===== config.mk =====
export PLATFORM = sky130hd
export DESIGN_NAME = julian_day_to_calendar
export DESIGN_NICKNAME = d
export VERILOG_FILES = /design/src/design/jdc_pkg.sv /design/src/design/jdc_date.sv /design/src/design/jdc_clock.sv /design/src/design/jdc_weekday.sv /design/src/design/julian_day_to_calendar.sv
export SDC_FILE = /design/constraint.sdc
export NUM_CORES = 2
export LEC_CHECK = 0
export BUFFER_PORTS_ARGS = -buffer_cell sky130_fd_sc_hd__buf_4
export CORE_ASPECT_RATIO = 0.5
export CORE_MARGIN = 4
export CORE_UTILIZATION = 65
export CTS_CLUSTER_SIZE = 12
export DETAILED_ROUTE_END_ITERATION = 7
export MAX_ROUTING_LAYER = met4
export PLACE_DENSITY = 0.83
export SYNTH_ARGS = -nofsm -noshare
export SYNTH_HDL_FRONTEND = slang
export SYNTH_SLANG_ARGS = --single-unit

===== constraint.sdc =====
create_clock -name clk -period 10.8 [get_ports clk]
set_input_delay 0.54 -clock clk [delete_from_list [all_inputs] [get_ports clk]]
set_output_delay 0.54 -clock clk [all_outputs]
set_load 0.005 [all_outputs]

===== src/design/jdc_pkg.sv =====
// ----------------------------------------------------------------------------
// jdc_pkg
// Shared widths, constants and tables for the Julian day to calendar pipeline.
// ----------------------------------------------------------------------------
package jdc_pkg;

	localparam int DAY_BITS      = 23;
	localparam int FRACTION_BITS = 32;
	localparam int PIPE_DEPTH    = 9;

	localparam int YEAR_W = 16;

	localparam int GREGORIAN_START = 2299161;

	// alpha = floor((4z - ALPHA_OFS) / ALPHA_DIV), exact reciprocal multiply
	localparam int ALPHA_OFS = 7468865;
	localparam int ALPHA_DIV = 146097;
	localparam int NA_W      = DAY_BITS + 2;
	localparam int ALPHA_K   = NA_W + 18;
	localparam int ALPHA_M_W = NA_W + 1;
	localparam int ALPHA_W   = NA_W - 17;
	localparam logic [ALPHA_M_W-1:0] ALPHA_M =
		ALPHA_M_W'(((64'd1 << ALPHA_K) + 64'(ALPHA_DIV) - 64'd1) / 64'(ALPHA_DIV));

	localparam int A_W = DAY_BITS + 1;

	// c = floor((20b - 2442) / C_DIV), b = a + B_OFS
	localparam int B_OFS  = 1524;
	localparam int NC_OFS = 20 * B_OFS - 2442;
	localparam int C_DIV  = 7305;
	localparam int NC_W   = DAY_BITS + 6;
	localparam int C_K    = NC_W + 13;
	localparam int C_M_W  = NC_W + 1;
	localparam int C_W    = NC_W - 12;
	localparam logic [C_M_W-1:0] C_M =
		C_M_W'(((64'd1 << C_K) + 64'(C_DIV) - 64'd1) / 64'(C_DIV));

	localparam int DAYS_4Y = 1461;

	localparam int YEAR_OFS_LATE  = 6616;
	localparam int YEAR_OFS_EARLY = 6615;
	localparam int C2_OFS_LATE    = 4717;
	localparam int C2_OFS_EARLY   = 4716;
	localparam int YDAY_BASE      = 1721424;

	// weekday: floor((z+1)/7) by exact reciprocal multiply
	localparam int W7_N   = DAY_BITS + 1;
	localparam int W7_K   = W7_N + 3;
	localparam int W7_M_W = W7_N + 1;
	localparam logic [W7_M_W-1:0] W7_M =
		W7_M_W'(((64'd1 << W7_K) + 64'd6) / 64'd7);

	// month length tables, 30.6001 as a ratio
	localparam int MONTH_NUM = 306001;
	localparam int MONTH_DEN = 10000;

	typedef logic [8:0] bd_tbl_t [16];

	function automatic bd_tbl_t make_e_floor();
		bd_tbl_t t;
		for (int i = 0; i < 16; i++) begin
			t[i] = 9'((MONTH_NUM * i) / MONTH_DEN);
		end
		return t;
	endfunction

	function automatic bd_tbl_t make_e_ceil();
		bd_tbl_t t;
		for (int i = 0; i < 16; i++) begin
			t[i] = 9'((MONTH_NUM * i + MONTH_DEN - 1) / MONTH_DEN);
		end
		return t;
	endfunction

	localparam bd_tbl_t E_FLOOR = make_e_floor();
	localparam bd_tbl_t E_CEIL  = make_e_ceil();

	typedef struct packed {
		logic signed [YEAR_W-1:0] year;
		logic [3:0]               mon;
		logic [4:0]               mday;
		logic [8:0]               yday;
	} date_t;

	typedef struct packed {
		logic [4:0] hour;
		logic [5:0] minute;
		logic [5:0] second;
	} clock_t;

endpackage


===== src/design/jdc_date.sv =====
// ----------------------------------------------------------------------------
// jdc_date
// Nine-stage Meeus date pipeline: day number to year, month, day, day of year.
// ----------------------------------------------------------------------------
module jdc_date (
	input  logic                          clk,
	input  logic [jdc_pkg::DAY_BITS-1:0]  z,
	output jdc_pkg::date_t                date
);

	logic [jdc_pkg::DAY_BITS-1:0]                 z_s1, z_s2;
	logic [jdc_pkg::NA_W-1:0]                     na_s1;
	logic                                         greg_s1, greg_s2;
	logic [jdc_pkg::NA_W+jdc_pkg::ALPHA_M_W-1:0]  aprod_s2;
	logic [jdc_pkg::A_W-1:0]                      a_s3;
	logic [jdc_pkg::NC_W-1:0]                     nc_s4;
	logic [jdc_pkg::NC_W+jdc_pkg::C_M_W-1:0]      cprod_s5;
	logic [8:0]                                   a9_s4, a9_s5, a9_s6, a9_s7, a9_s8;
	logic [8:0]                                   bd_s6, bd_s7;
	logic [jdc_pkg::YEAR_W-1:0]                   cy_s6, cy_s7;
	logic [3:0]                                   e_s7;
	logic [3:0]                                   mon_s8, mon_s9;
	logic [4:0]                                   mday_s8, mday_s9;
	logic [jdc_pkg::YEAR_W-1:0]                   year_s8, year_s9;
	logic [10:0]                                  p_s8;
	logic [8:0]                                   yday_s9;

	logic [jdc_pkg::ALPHA_W-1:0] alpha;
	logic [jdc_pkg::C_W-1:0]     c;
	logic [21:0]                 d4;
	logic [3:0]                  e;
	logic [3:0]                  mon;
	logic                        late;
	logic [10:0]                 c2;
	logic [21:0]                 p;

	assign alpha = aprod_s2[jdc_pkg::ALPHA_K +: jdc_pkg::ALPHA_W];
	assign c     = cprod_s5[jdc_pkg::C_K +: jdc_pkg::C_W];
	assign d4    = c[10:0] * 11'(jdc_pkg::DAYS_4Y);

	always_comb begin
		e = 4'd4;
		for (int k = 5; k < 16; k++) begin
			if (bd_s6 >= jdc_pkg::E_CEIL[k]) e = 4'(k);
		end
	end

	assign mon  = (e_s7 < 4'd14) ? e_s7 - 4'd2 : e_s7 - 4'd14;
	assign late = (mon > 4'd1);
	assign c2   = cy_s7[10:0] - (late ? 11'(jdc_pkg::C2_OFS_LATE) : 11'(jdc_pkg::C2_OFS_EARLY));
	assign p    = c2 * 11'(jdc_pkg::DAYS_4Y);

	always_ff @(posedge clk) begin
		// s1
		z_s1    <= z;
		na_s1   <= {z, 2'b00} - jdc_pkg::NA_W'(jdc_pkg::ALPHA_OFS);
		greg_s1 <= (z >= jdc_pkg::DAY_BITS'(jdc_pkg::GREGORIAN_START));
		// s2
		aprod_s2 <= na_s1 * jdc_pkg::ALPHA_M;
		z_s2     <= z_s1;
		greg_s2  <= greg_s1;
		// s3
		if (greg_s2) begin
			a_s3 <= jdc_pkg::A_W'(z_s2) + jdc_pkg::A_W'(1) + jdc_pkg::A_W'(alpha)
				- jdc_pkg::A_W'(alpha >> 2);
		end else begin
			a_s3 <= jdc_pkg::A_W'(z_s2);
		end
		// s4
		nc_s4 <= jdc_pkg::NC_W'({a_s3, 4'b0000}) + jdc_pkg::NC_W'({a_s3, 2'b00})
			+ jdc_pkg::NC_W'(jdc_pkg::NC_OFS);
		a9_s4 <= a_s3[8:0];
		// s5
		cprod_s5 <= nc_s4 * jdc_pkg::C_M;
		a9_s5    <= a9_s4;
		// s6: b - d, only the low bits matter
		bd_s6 <= a9_s5 + 9'(jdc_pkg::B_OFS) - d4[10:2];
		cy_s6 <= c[jdc_pkg::YEAR_W-1:0];
		a9_s6 <= a9_s5;
		// s7
		e_s7  <= e;
		bd_s7 <= bd_s6;
		cy_s7 <= cy_s6;
		a9_s7 <= a9_s6;
		// s8
		mon_s8  <= mon;
		mday_s8 <= 5'(bd_s7 - jdc_pkg::E_FLOOR[e_s7]);
		year_s8 <= cy_s7 - (late ? jdc_pkg::YEAR_W'(jdc_pkg::YEAR_OFS_LATE)
			: jdc_pkg::YEAR_W'(jdc_pkg::YEAR_OFS_EARLY));
		p_s8    <= p[10:0];
		a9_s8   <= a9_s7;
		// s9: day of year mod 512
		yday_s9 <= a9_s8 - p_s8[10:2] - 9'(jdc_pkg::YDAY_BASE);
		mon_s9  <= mon_s8;
		mday_s9 <= mday_s8;
		year_s9 <= year_s8;
	end

	assign date.year = $signed(year_s9);
	assign date.mon  = mon_s9;
	assign date.mday = mday_s9;
	assign date.yday = yday_s9;

endmodule


===== src/design/jdc_clock.sv =====
// ----------------------------------------------------------------------------
// jdc_clock
// Splits the day fraction into hour, minute, second; padded to pipe depth.
// ----------------------------------------------------------------------------
module jdc_clock (
	input  logic                              clk,
	input  logic [jdc_pkg::FRACTION_BITS-1:0] f,
	output jdc_pkg::clock_t                   hms
);

	localparam int FB  = jdc_pkg::FRACTION_BITS;
	localparam int PAD = jdc_pkg::PIPE_DEPTH - 3;

	logic [4:0]    hour_s1, hour_s2;
	logic [5:0]    minute_s2;
	logic [FB-1:0] rem_s1, rem_s2;
	jdc_pkg::clock_t hms_s3;
	jdc_pkg::clock_t pad_q [PAD];

	logic [FB+4:0] t1;
	logic [FB+5:0] t2, t3;

	assign t1 = (FB+5)'({f, 4'b0000}) + (FB+5)'({f, 3'b000});
	assign t2 = (FB+6)'({rem_s1, 6'b000000}) - (FB+6)'({rem_s1, 2'b00});
	assign t3 = (FB+6)'({rem_s2, 6'b000000}) - (FB+6)'({rem_s2, 2'b00});

	always_ff @(posedge clk) begin
		hour_s1   <= t1[FB+4:FB];
		rem_s1    <= t1[FB-1:0];
		hour_s2   <= hour_s1;
		minute_s2 <= t2[FB+5:FB];
		rem_s2    <= t2[FB-1:0];
		hms_s3.hour   <= hour_s2;
		hms_s3.minute <= minute_s2;
		hms_s3.second <= t3[FB+5:FB];
		pad_q[0] <= hms_s3;
		for (int i = 1; i < PAD; i++) begin
			pad_q[i] <= pad_q[i-1];
		end
	end

	assign hms = pad_q[PAD-1];

endmodule


===== src/design/jdc_weekday.sv =====
// ----------------------------------------------------------------------------
// jdc_weekday
// (z + 1) mod 7 by reciprocal multiply; padded to pipe depth.
// ----------------------------------------------------------------------------
module jdc_weekday (
	input  logic [jdc_pkg::DAY_BITS-1:0] z,
	input  logic                         clk,
	output logic [2:0]                   wday
);

	localparam int PAD = jdc_pkg::PIPE_DEPTH - 2;

	logic [jdc_pkg::W7_N-1:0]                  n;
	logic [jdc_pkg::W7_N+jdc_pkg::W7_M_W-1:0] prod_s1;
	logic [2:0]                                n3_s1;
	logic [2:0]                                wd_s2;
	logic [2:0]                                pad_q [PAD];

	assign n = jdc_pkg::W7_N'(z) + jdc_pkg::W7_N'(1);

	always_ff @(posedge clk) begin
		prod_s1 <= n * jdc_pkg::W7_M;
		n3_s1   <= n[2:0];
		// n - 7q == n + q (mod 8), and the remainder is below 7
		wd_s2   <= n3_s1 + prod_s1[jdc_pkg::W7_K +: 3];
		pad_q[0] <= wd_s2;
		for (int i = 1; i < PAD; i++) begin
			pad_q[i] <= pad_q[i-1];
		end
	end

	assign wday = pad_q[PAD-1];

endmodule


===== src/design/julian_day_to_calendar.sv =====
// ----------------------------------------------------------------------------
// julian_day_to_calendar
// Julian day number and day fraction to broken-down civil date and time.
// ----------------------------------------------------------------------------
// Usage:
//   Drive day_number and day_fraction and raise start for one cycle; the
//   transfer happens at that edge. busy is always low: a new item may be
//   started in every cycle.
//   The pipe depth is set by the date pipeline (alpha multiply, century
//   multiply, month search, day-of-year fixup). Throughput is one item per
//   cycle; every stage is a register stage with no feedback.
//   Each result appears for exactly one cycle with done high. Results come
//   out in start order. The receiver cannot stall and the pipeline never
//   holds.
//   Reset clears the valid pipeline, so done stays low until the first
//   started item reaches the end. Data registers are not reset.
// ----------------------------------------------------------------------------
module julian_day_to_calendar (
	input  logic                              clk,
	input  logic                              arst_n,
	input  logic                              start,
	output logic                              busy,
	input  logic [jdc_pkg::DAY_BITS-1:0]      day_number,
	input  logic [jdc_pkg::FRACTION_BITS-1:0] day_fraction,
	output logic                              done,
	output logic signed [15:0]                year_since_1900,
	output logic [3:0]                        month_index,
	output logic [4:0]                        day_of_month,
	output logic [4:0]                        hour_of_day,
	output logic [5:0]                        minute_of_hour,
	output logic [5:0]                        second_of_minute,
	output logic [2:0]                        weekday,
	output logic [8:0]                        day_of_year
);

	logic [jdc_pkg::PIPE_DEPTH-1:0] valid_q;
	jdc_pkg::date_t                 date;
	jdc_pkg::clock_t                hms;

	assign busy = 1'b0;

	always_ff @(posedge clk or negedge arst_n) begin
		if (!arst_n) begin
			valid_q <= '0;
		end else begin
			valid_q <= {valid_q[jdc_pkg::PIPE_DEPTH-2:0], start & ~busy};
		end
	end

	jdc_date u_date (
		.clk  (clk),
		.z    (day_number),
		.date (date)
	);

	jdc_clock u_clock (
		.clk (clk),
		.f   (day_fraction),
		.hms (hms)
	);

	jdc_weekday u_weekday (
		.z    (day_number),
		.clk  (clk),
		.wday (weekday)
	);

	assign done             = valid_q[jdc_pkg::PIPE_DEPTH-1];
	assign year_since_1900  = date.year;
	assign month_index      = date.mon;
	assign day_of_month     = date.mday;
	assign day_of_year      = date.yday;
	assign hour_of_day      = hms.hour;
	assign minute_of_hour   = hms.minute;
	assign second_of_minute = hms.second;

endmodule


# Yosys cells after proc, flatten, opt, wreduce, memory -nomap -nowiden
# Memory sizes are Yosys's and may differ from the RTL's.
# Cells that the tools add are included.
[word_totals] register_bits=537 ramBits=123 out_inout_bits=56 mem_count=3 mem_bits_ro=144
[memory_table] memory="(no name shown)" words=16 width=9 rd=1 rd_clocked_by_memory_dff=0 wr=0 line="jdc_date.sv:87" rtl="mday_s8 <= 5'(bd_s7 - jdc_pkg::E_FLOOR[e_s7]);"
[memory_table] memory="u_clock.pad_q" words=6 width=17 rd=6 rd_clocked_by_memory_dff=0 wr=6 line="jdc_clock.sv:18" rtl="jdc_pkg::clock_t pad_q [PAD];"
[memory_table] memory="u_weekday.pad_q" words=7 width=3 rd=7 rd_clocked_by_memory_dff=0 wr=7 line="jdc_weekday.sv:17" rtl="logic [2:0] pad_q [PAD];"
[op_classes] addsub=20 n_mux=16 n_bitwise=1 order_cmp=15 n_reduce_logical=3 multipliers=5
[op_table] operator="subtractor 38 x 34 -> 38 bit" n=2
[op_table] operator="greater-or-equal comparator 9 bit (second input constant)" n=7
[op_table] operator="multiplier 29 x 28 -> 56 bit (second input constant)" n=1
[op_table] operator="multiplier 25 x 24 -> 49 bit (second input constant)" n=1
[op_table] operator="adder 23 x 1 -> 24 bit (second input constant)" n=2
[op_table] operator="adder 36 x 35 -> 37 bit" n=1
[op_table] operator="greater-or-equal comparator 9 x 8 -> 1 bit (second input constant)" n=4
[op_table] operator="adder 28 x 26 -> 29 bit" n=1
[op_table] operator="adder 29 x 15 -> 29 bit (second input constant)" n=1
[op_table] operator="multiplier 24 x 24 -> 29 bit (second input constant)" n=1
[op_table] operator="subtractor 25 x 23 -> 25 bit (second input constant)" n=1
[op_table] operator="adder 24 x 8 -> 24 bit" n=1
[op_table] operator="subtractor 24 x 6 -> 24 bit" n=1
[op_table] operator="greater-or-equal comparator 23 x 22 -> 1 bit (second input constant)" n=1
[op_table] operator="2-to-1 mux 23 bit" n=1
[op_table] operator="multiplier 11 x 11 -> 11 bit (second input constant)" n=2
[op_table] operator="subtractor 9 bit" n=2
[op_table] operator="2-to-1 mux 4 bit" n=4
[op_table] operator="subtractor 16 bit" n=1
[op_table] operator="2-to-1 mux 3 bit" n=4
[op_table] operator="subtractor 11 bit" n=1
[op_table] operator="2-to-1 mux 5 bit" n=2
[op_table] operator="adder 9 bit (second input constant)" n=1
[op_table] operator="subtractor 9 x 7 -> 9 bit (second input constant)" n=1
[op_table] operator="other kinds (13)" n=16

# Longest topological paths before layout
[depth] ltp_word=11 ltp_mapped=27 depth_no_buf=26

# Hierarchy
# From an unflattened synthesis, not the netlist that was laid out.
[hier_totals] hier_cells=5029 area_unflattened_um2=50938.9
[by_module_without_submodules] module="jdc_date" area_each_um2=36452.5 cells_per_inst=3576 instances=1 seq_area_each_um2=6185.9
[by_module_without_submodules] module="jdc_clock" area_each_um2=8461.9 cells_per_inst=886 instances=1 seq_area_each_um2=3823.7
[by_module_without_submodules] module="jdc_weekday" area_each_um2=5788.1 cells_per_inst=556 instances=1 seq_area_each_um2=600.6
[by_module_without_submodules] module="julian_day_to_calendar" area_each_um2=236.5 cells_per_inst=11 instances=1 seq_area_each_um2=225.2

# Worst setup path before layout
# Ideal clock, no wire load.
[synth_path] path_kind="input port to flip-flop" start="input day_number[3] (netlist bit)" end="register u_weekday.prod_s1[29] (netlist bit)" setup_slack_ps=3765 t_arrival_ps=6906 n_path_buf=1 required_time_ps=10671 cell_stages=27 cell_sequence="clkbuf_1 -> and3_1 -> and3_1 -> nand3_1 -> or3_1 -> xnor2_1 -> ha_1 -> ha_1 -> ha_1 -> fa_1 -> inv_1 -> fa_1 -> inv_1 -> fa_1 -> inv_1 -> fa_1 -> inv_1 -> ha_1 -> a21o_1 -> a21o_1 -> a21oi_1 -> o21ai_0 -> a21o_1 -> a211o_1 -> a21oi_1 -> o21bai_1 -> xnor3_1"
[synth_via] elab_chain_cells=2
[synth_rtl] element="start, declared" line="julian_day_to_calendar.sv:23" rtl="input logic [jdc_pkg::DAY_BITS-1:0] day_number,"
[synth_rtl] element="adder 23 x 1 -> 24 bit" line="jdc_weekday.sv:19" rtl="assign n = jdc_pkg::W7_N'(z) + jdc_pkg::W7_N'(1);"
[synth_rtl] element="multiplier 24 x 24 -> 29 bit" line="jdc_weekday.sv:22" rtl="prod_s1 <= n * jdc_pkg::W7_M;"
[synth_rtl] element="end signal, assigned" line="jdc_weekday.sv:22"
[synth_rtl] element="end, declared" line="jdc_weekday.sv:14" rtl="logic [jdc_pkg::W7_N+jdc_pkg::W7_M_W-1:0] prod_s1;"
# Every way passes these cells.
# A chain may end at the register's enable or synchronous reset.

==> key figures <==
Outcome
  • Status: finished clean

Clock tree
  • H-Tree Depth: 2
  • Clock Path Buffers: 3
  • Sink Count: 538
  • Post-CTS Resized: 0
  • Worst skew pair latency: 620 ps
  • TritonCTS clock tree: built
  • Hold_buf cts: 1
  • Root buf cell: clkbuf_16
  • # Post-CTS Setup Buffers: 0
  • Num CTS Buffers: 54
  • Clk slew on worst S/H paths: around 60 ps

STA
  • RSZ-0062 raised after global routing: no
  • Clk_skew: 28.48 ps
  • Setup TNS: 0 ps
  • Final Cycle Share: 69.61%
  • Maximum achievable frequency: 133.0 MHz
  • Final setup fails: 0
  • Final hold violation count: 0
  • Rel. slew slack: 27.87%
  • Fin. max-slew vios: 0
  • Fin crit period: around 7500 ps
  • Slew at the pin closest to its max-slew limit: 1078 ps

GRT
  • Total track usage: 29.71%
  • First-pass GRT wire length: around 190000 um
  • Grt total ovfl: 0
  • Initial antenna violation count: 2
  • Vias in the first global route: roughly 36000
  • Pin count of the biggest net entering global routing: 46

Critical path
  • CP Max Fanout: 12
  • Crit path kind: flip-flop to flip-flop
  • Worst endpoint data arrival time: roughly 8000 ps
  • CP Cell Sequence: inv_1, fa_1, inv_1, fa_1, fa_1, inv_1, fa_1, fa_1, fa_1, fa_1, inv_1, ha_1, nand4_1, nor4_1, a221oi_1, o31ai_1, o311ai_1, a21oi_1, a21o_1, a21oi_2, xnor2_1
  • CP Capture Type: flip-flop
  • Most common cell on crit path: fa_1
  • CP required: roughly 11000 ps
  • CP Buf/Inv Count: 4
  • Family with the most delay on the worst path: adder cells
  • Crit-path slowest cell: o311ai_1
  • Worst reg2reg path depth: 21
  • Worst R2R Setup Slack: 3280 ps
  • CP peak stage delay: 850 ps
  • Worst path depth: 21
  • Startpoint Class: flip-flop

Synth
  • Synth Warn #: 0
  • FFs w/ async S/R, synth: approximately 1.7%
  • Synthesized flop and latch total: 538
  • Synth Cell Area: 0.05001 mm2
  • Synth Flop Type: dfxtp_1
  • Synth area leaders: fa_1 (27%), ha_1 (23%), dfxtp_1 (21%), inv_1 (10%), xnor2_1 (3.1%)
  • Distinct cells, synth: 83
  • Mean area per synthesized cell: 10.23 um2
  • Top cell type's share of synthesized area: 27.38%
  • Synth area leader: fa_1
  • Register area share after synthesis: 21.63%
  • Cell count after synthesis: 4890
  • Syn_nets: ~6600
  • Number of enable flip-flop cells after synthesis: 0

Detailed routing
  • DRT iter0 DRCs: 1796
  • DR WL/cell: around 19 um
  • Routed Antenna Nets: 0
  • Total Wirelength: 114300 um
  • First drt pass iteration count: 5
  • Remaining DRCs: 0
  • Via Count: ~33000
  • Vias/cell: 5.455

Die
  • Core box area: 0.07569 mm2
  • Initial Util: 66.08%
  • Die extent in y: around 200 um
  • Row cnt: 71
  • Die ar.: 0.08171 mm2
  • Num ports: 114
  • DIE WIDTH: 400.3 um

Placement
  • Port Buffers: 112
  • GP Congestion: 1.052
  • Dpl hpwl: 96560 um

Final layout
  • Nets: 6713
  • Fraction of layout cells with a size suffix above 1: 4.350%
  • Fillers: 5501
  • Layout Area Growth over Synthesis: 7.305%

Job
  • # Max-Cap Violations: 0

Min path
  • Hold WC Path Type: input port to flip-flop
  • Hold Crit Depth: 1
## Yosys cell counts (all sizes together), types with 26 or more instances
| master | instances |
|---|---|
| o21ai | 109 |
| nand2 | 122 |
| nand4 | 30 |
| a21o | 94 |
| xor2 | 77 |
| xnor2 | 176 |
| fa | 684 |
| o21bai | 31 |
| nand3 | 48 |
| o21a | 29 |
| nand2b | 27 |
| clkbuf | 28 |
| dfxtp | 529 |
| nor2 | 114 |
| a21oi | 164 |
| ha | 930 |
| inv | 1369 |
| nor3 | 44 |
| nor2b | 26 |
## area by class of cell
class                   instances  area (um2)  area share (%)
clock buffers                  62        1433           2.670
flip-flops and latches        538       10820           20.15
repair buffers                126       948.4           1.767
multi-input cells            2952       33940           63.23
diodes                          1       2.502        0.004663
clock inverters                11       113.9          0.2122
inverters                    1369        5139           9.575
well taps                    1022        1279           2.383
## worst reg2reg max path, delay by kind of cell, from the launching register on
family	cells	cell delay (ps)
flip-flops	1	670
buffers and inverters	4	490
AND/OR/NAND/NOR	2	220
adder cells (fa/ha/maj)	8	3970
AO/OA/AOI/OAI	6	1950
XOR/XNOR	1	140
## flip-flops by register name (all words and copies together) (netlist names), 22 cells and up
register,flops
u_date.z_s1,23
u_date.nc_s4,27
u_clock.rem_s1,29
u_date.a_s3,24
u_clock.rem_s2,27
u_date.na_s1,22
u_date.z_s2,23
u_clock.pad_q,102
## cell families (layout without fill, tap and decap cells)
kind of cell	after synthesis	after routing	share of synthesized area (%)
adders and majority gates	1614	1614	50.65
buffers and inverters	1400	1568	10.52
other	1	2	0.007498
xor gates and xnor gates	254	254	4.476
DFF	538	538	21.63
muxes	12	12	0.2427
and+or+nand+nor	502	502	4.986
AOI/OAI and AO/OA	569	569	7.495
## metrics by stage
step	instance area (um2)	std cells	utilization, %	hold WS (ps)	setup slack, ps
after CTS	53660	6080	70.90	4.133	3277
after global placement	52110	6006	68.84	309.9	3337
after global routing	53670	6081	70.90	9.029	2905
after detailed placement	52110	6006	68.84	312.1	3276
after floorplan	50010	4890	-	244.4	3765
final	53670	6081	70.90	46.40	3282
## cells in the final DEF (no fill, tap or decap), types with 13 or more instances in the layout
cell,n
buf_4,125
a21oi_1,162
dfxtp_1,529
a211oi_1,19
and3_1,22
a31oi_1,20
xnor2_1,176
nor2b_1,26
nand2b_1,27
nand4_1,30
o21ai_0,80
fa_1,684
o21a_1,29
nand2_1,122
a21o_1,94
ha_1,930
o21ai_1,28
clkbuf_16,55
or3_1,13
nor4_1,17
xor2_1,77
inv_1,1369
nand3_1,48
nor3_1,43
o21bai_1,31
nor2_1,114
## path summary, 6_finish.rpt
| check | startpoint | to |
|---|---|---|
| setup reg to reg | u_weekday.n3_s1[0]$_DFF_P_ | u_date.aprod_s2[49]$_DFF_P_ |
| hold / removal | start | valid_q[0]$_DFF_PN0_ |
| hold reg to reg | u_clock.pad_q[4][4]$_DFF_P_ | u_clock.pad_q[5][4]$_DFF_P_ |
| setup / recovery | u_weekday.n3_s1[0]$_DFF_P_ | u_date.aprod_s2[49]$_DFF_P_ |
| max in group asynchronous | arst_n | valid_q[4]$_DFF_PN0_ |
| min in group asynchronous | arst_n | valid_q[7]$_DFF_PN0_ |
## layer usage
metal  routed length [um]  track usage [%]  vias up
met5                    0                -        -
met4                 4448            10.27        0
met3                 7220            4.416      310
met2                55970            50.64      947
met1                46690            36.54    16270
li1                     -                -    15650
Power is left out: the tool's default activity adds up to more than one toggle a clock period on the data nets, which glitch-free logic cannot reach.
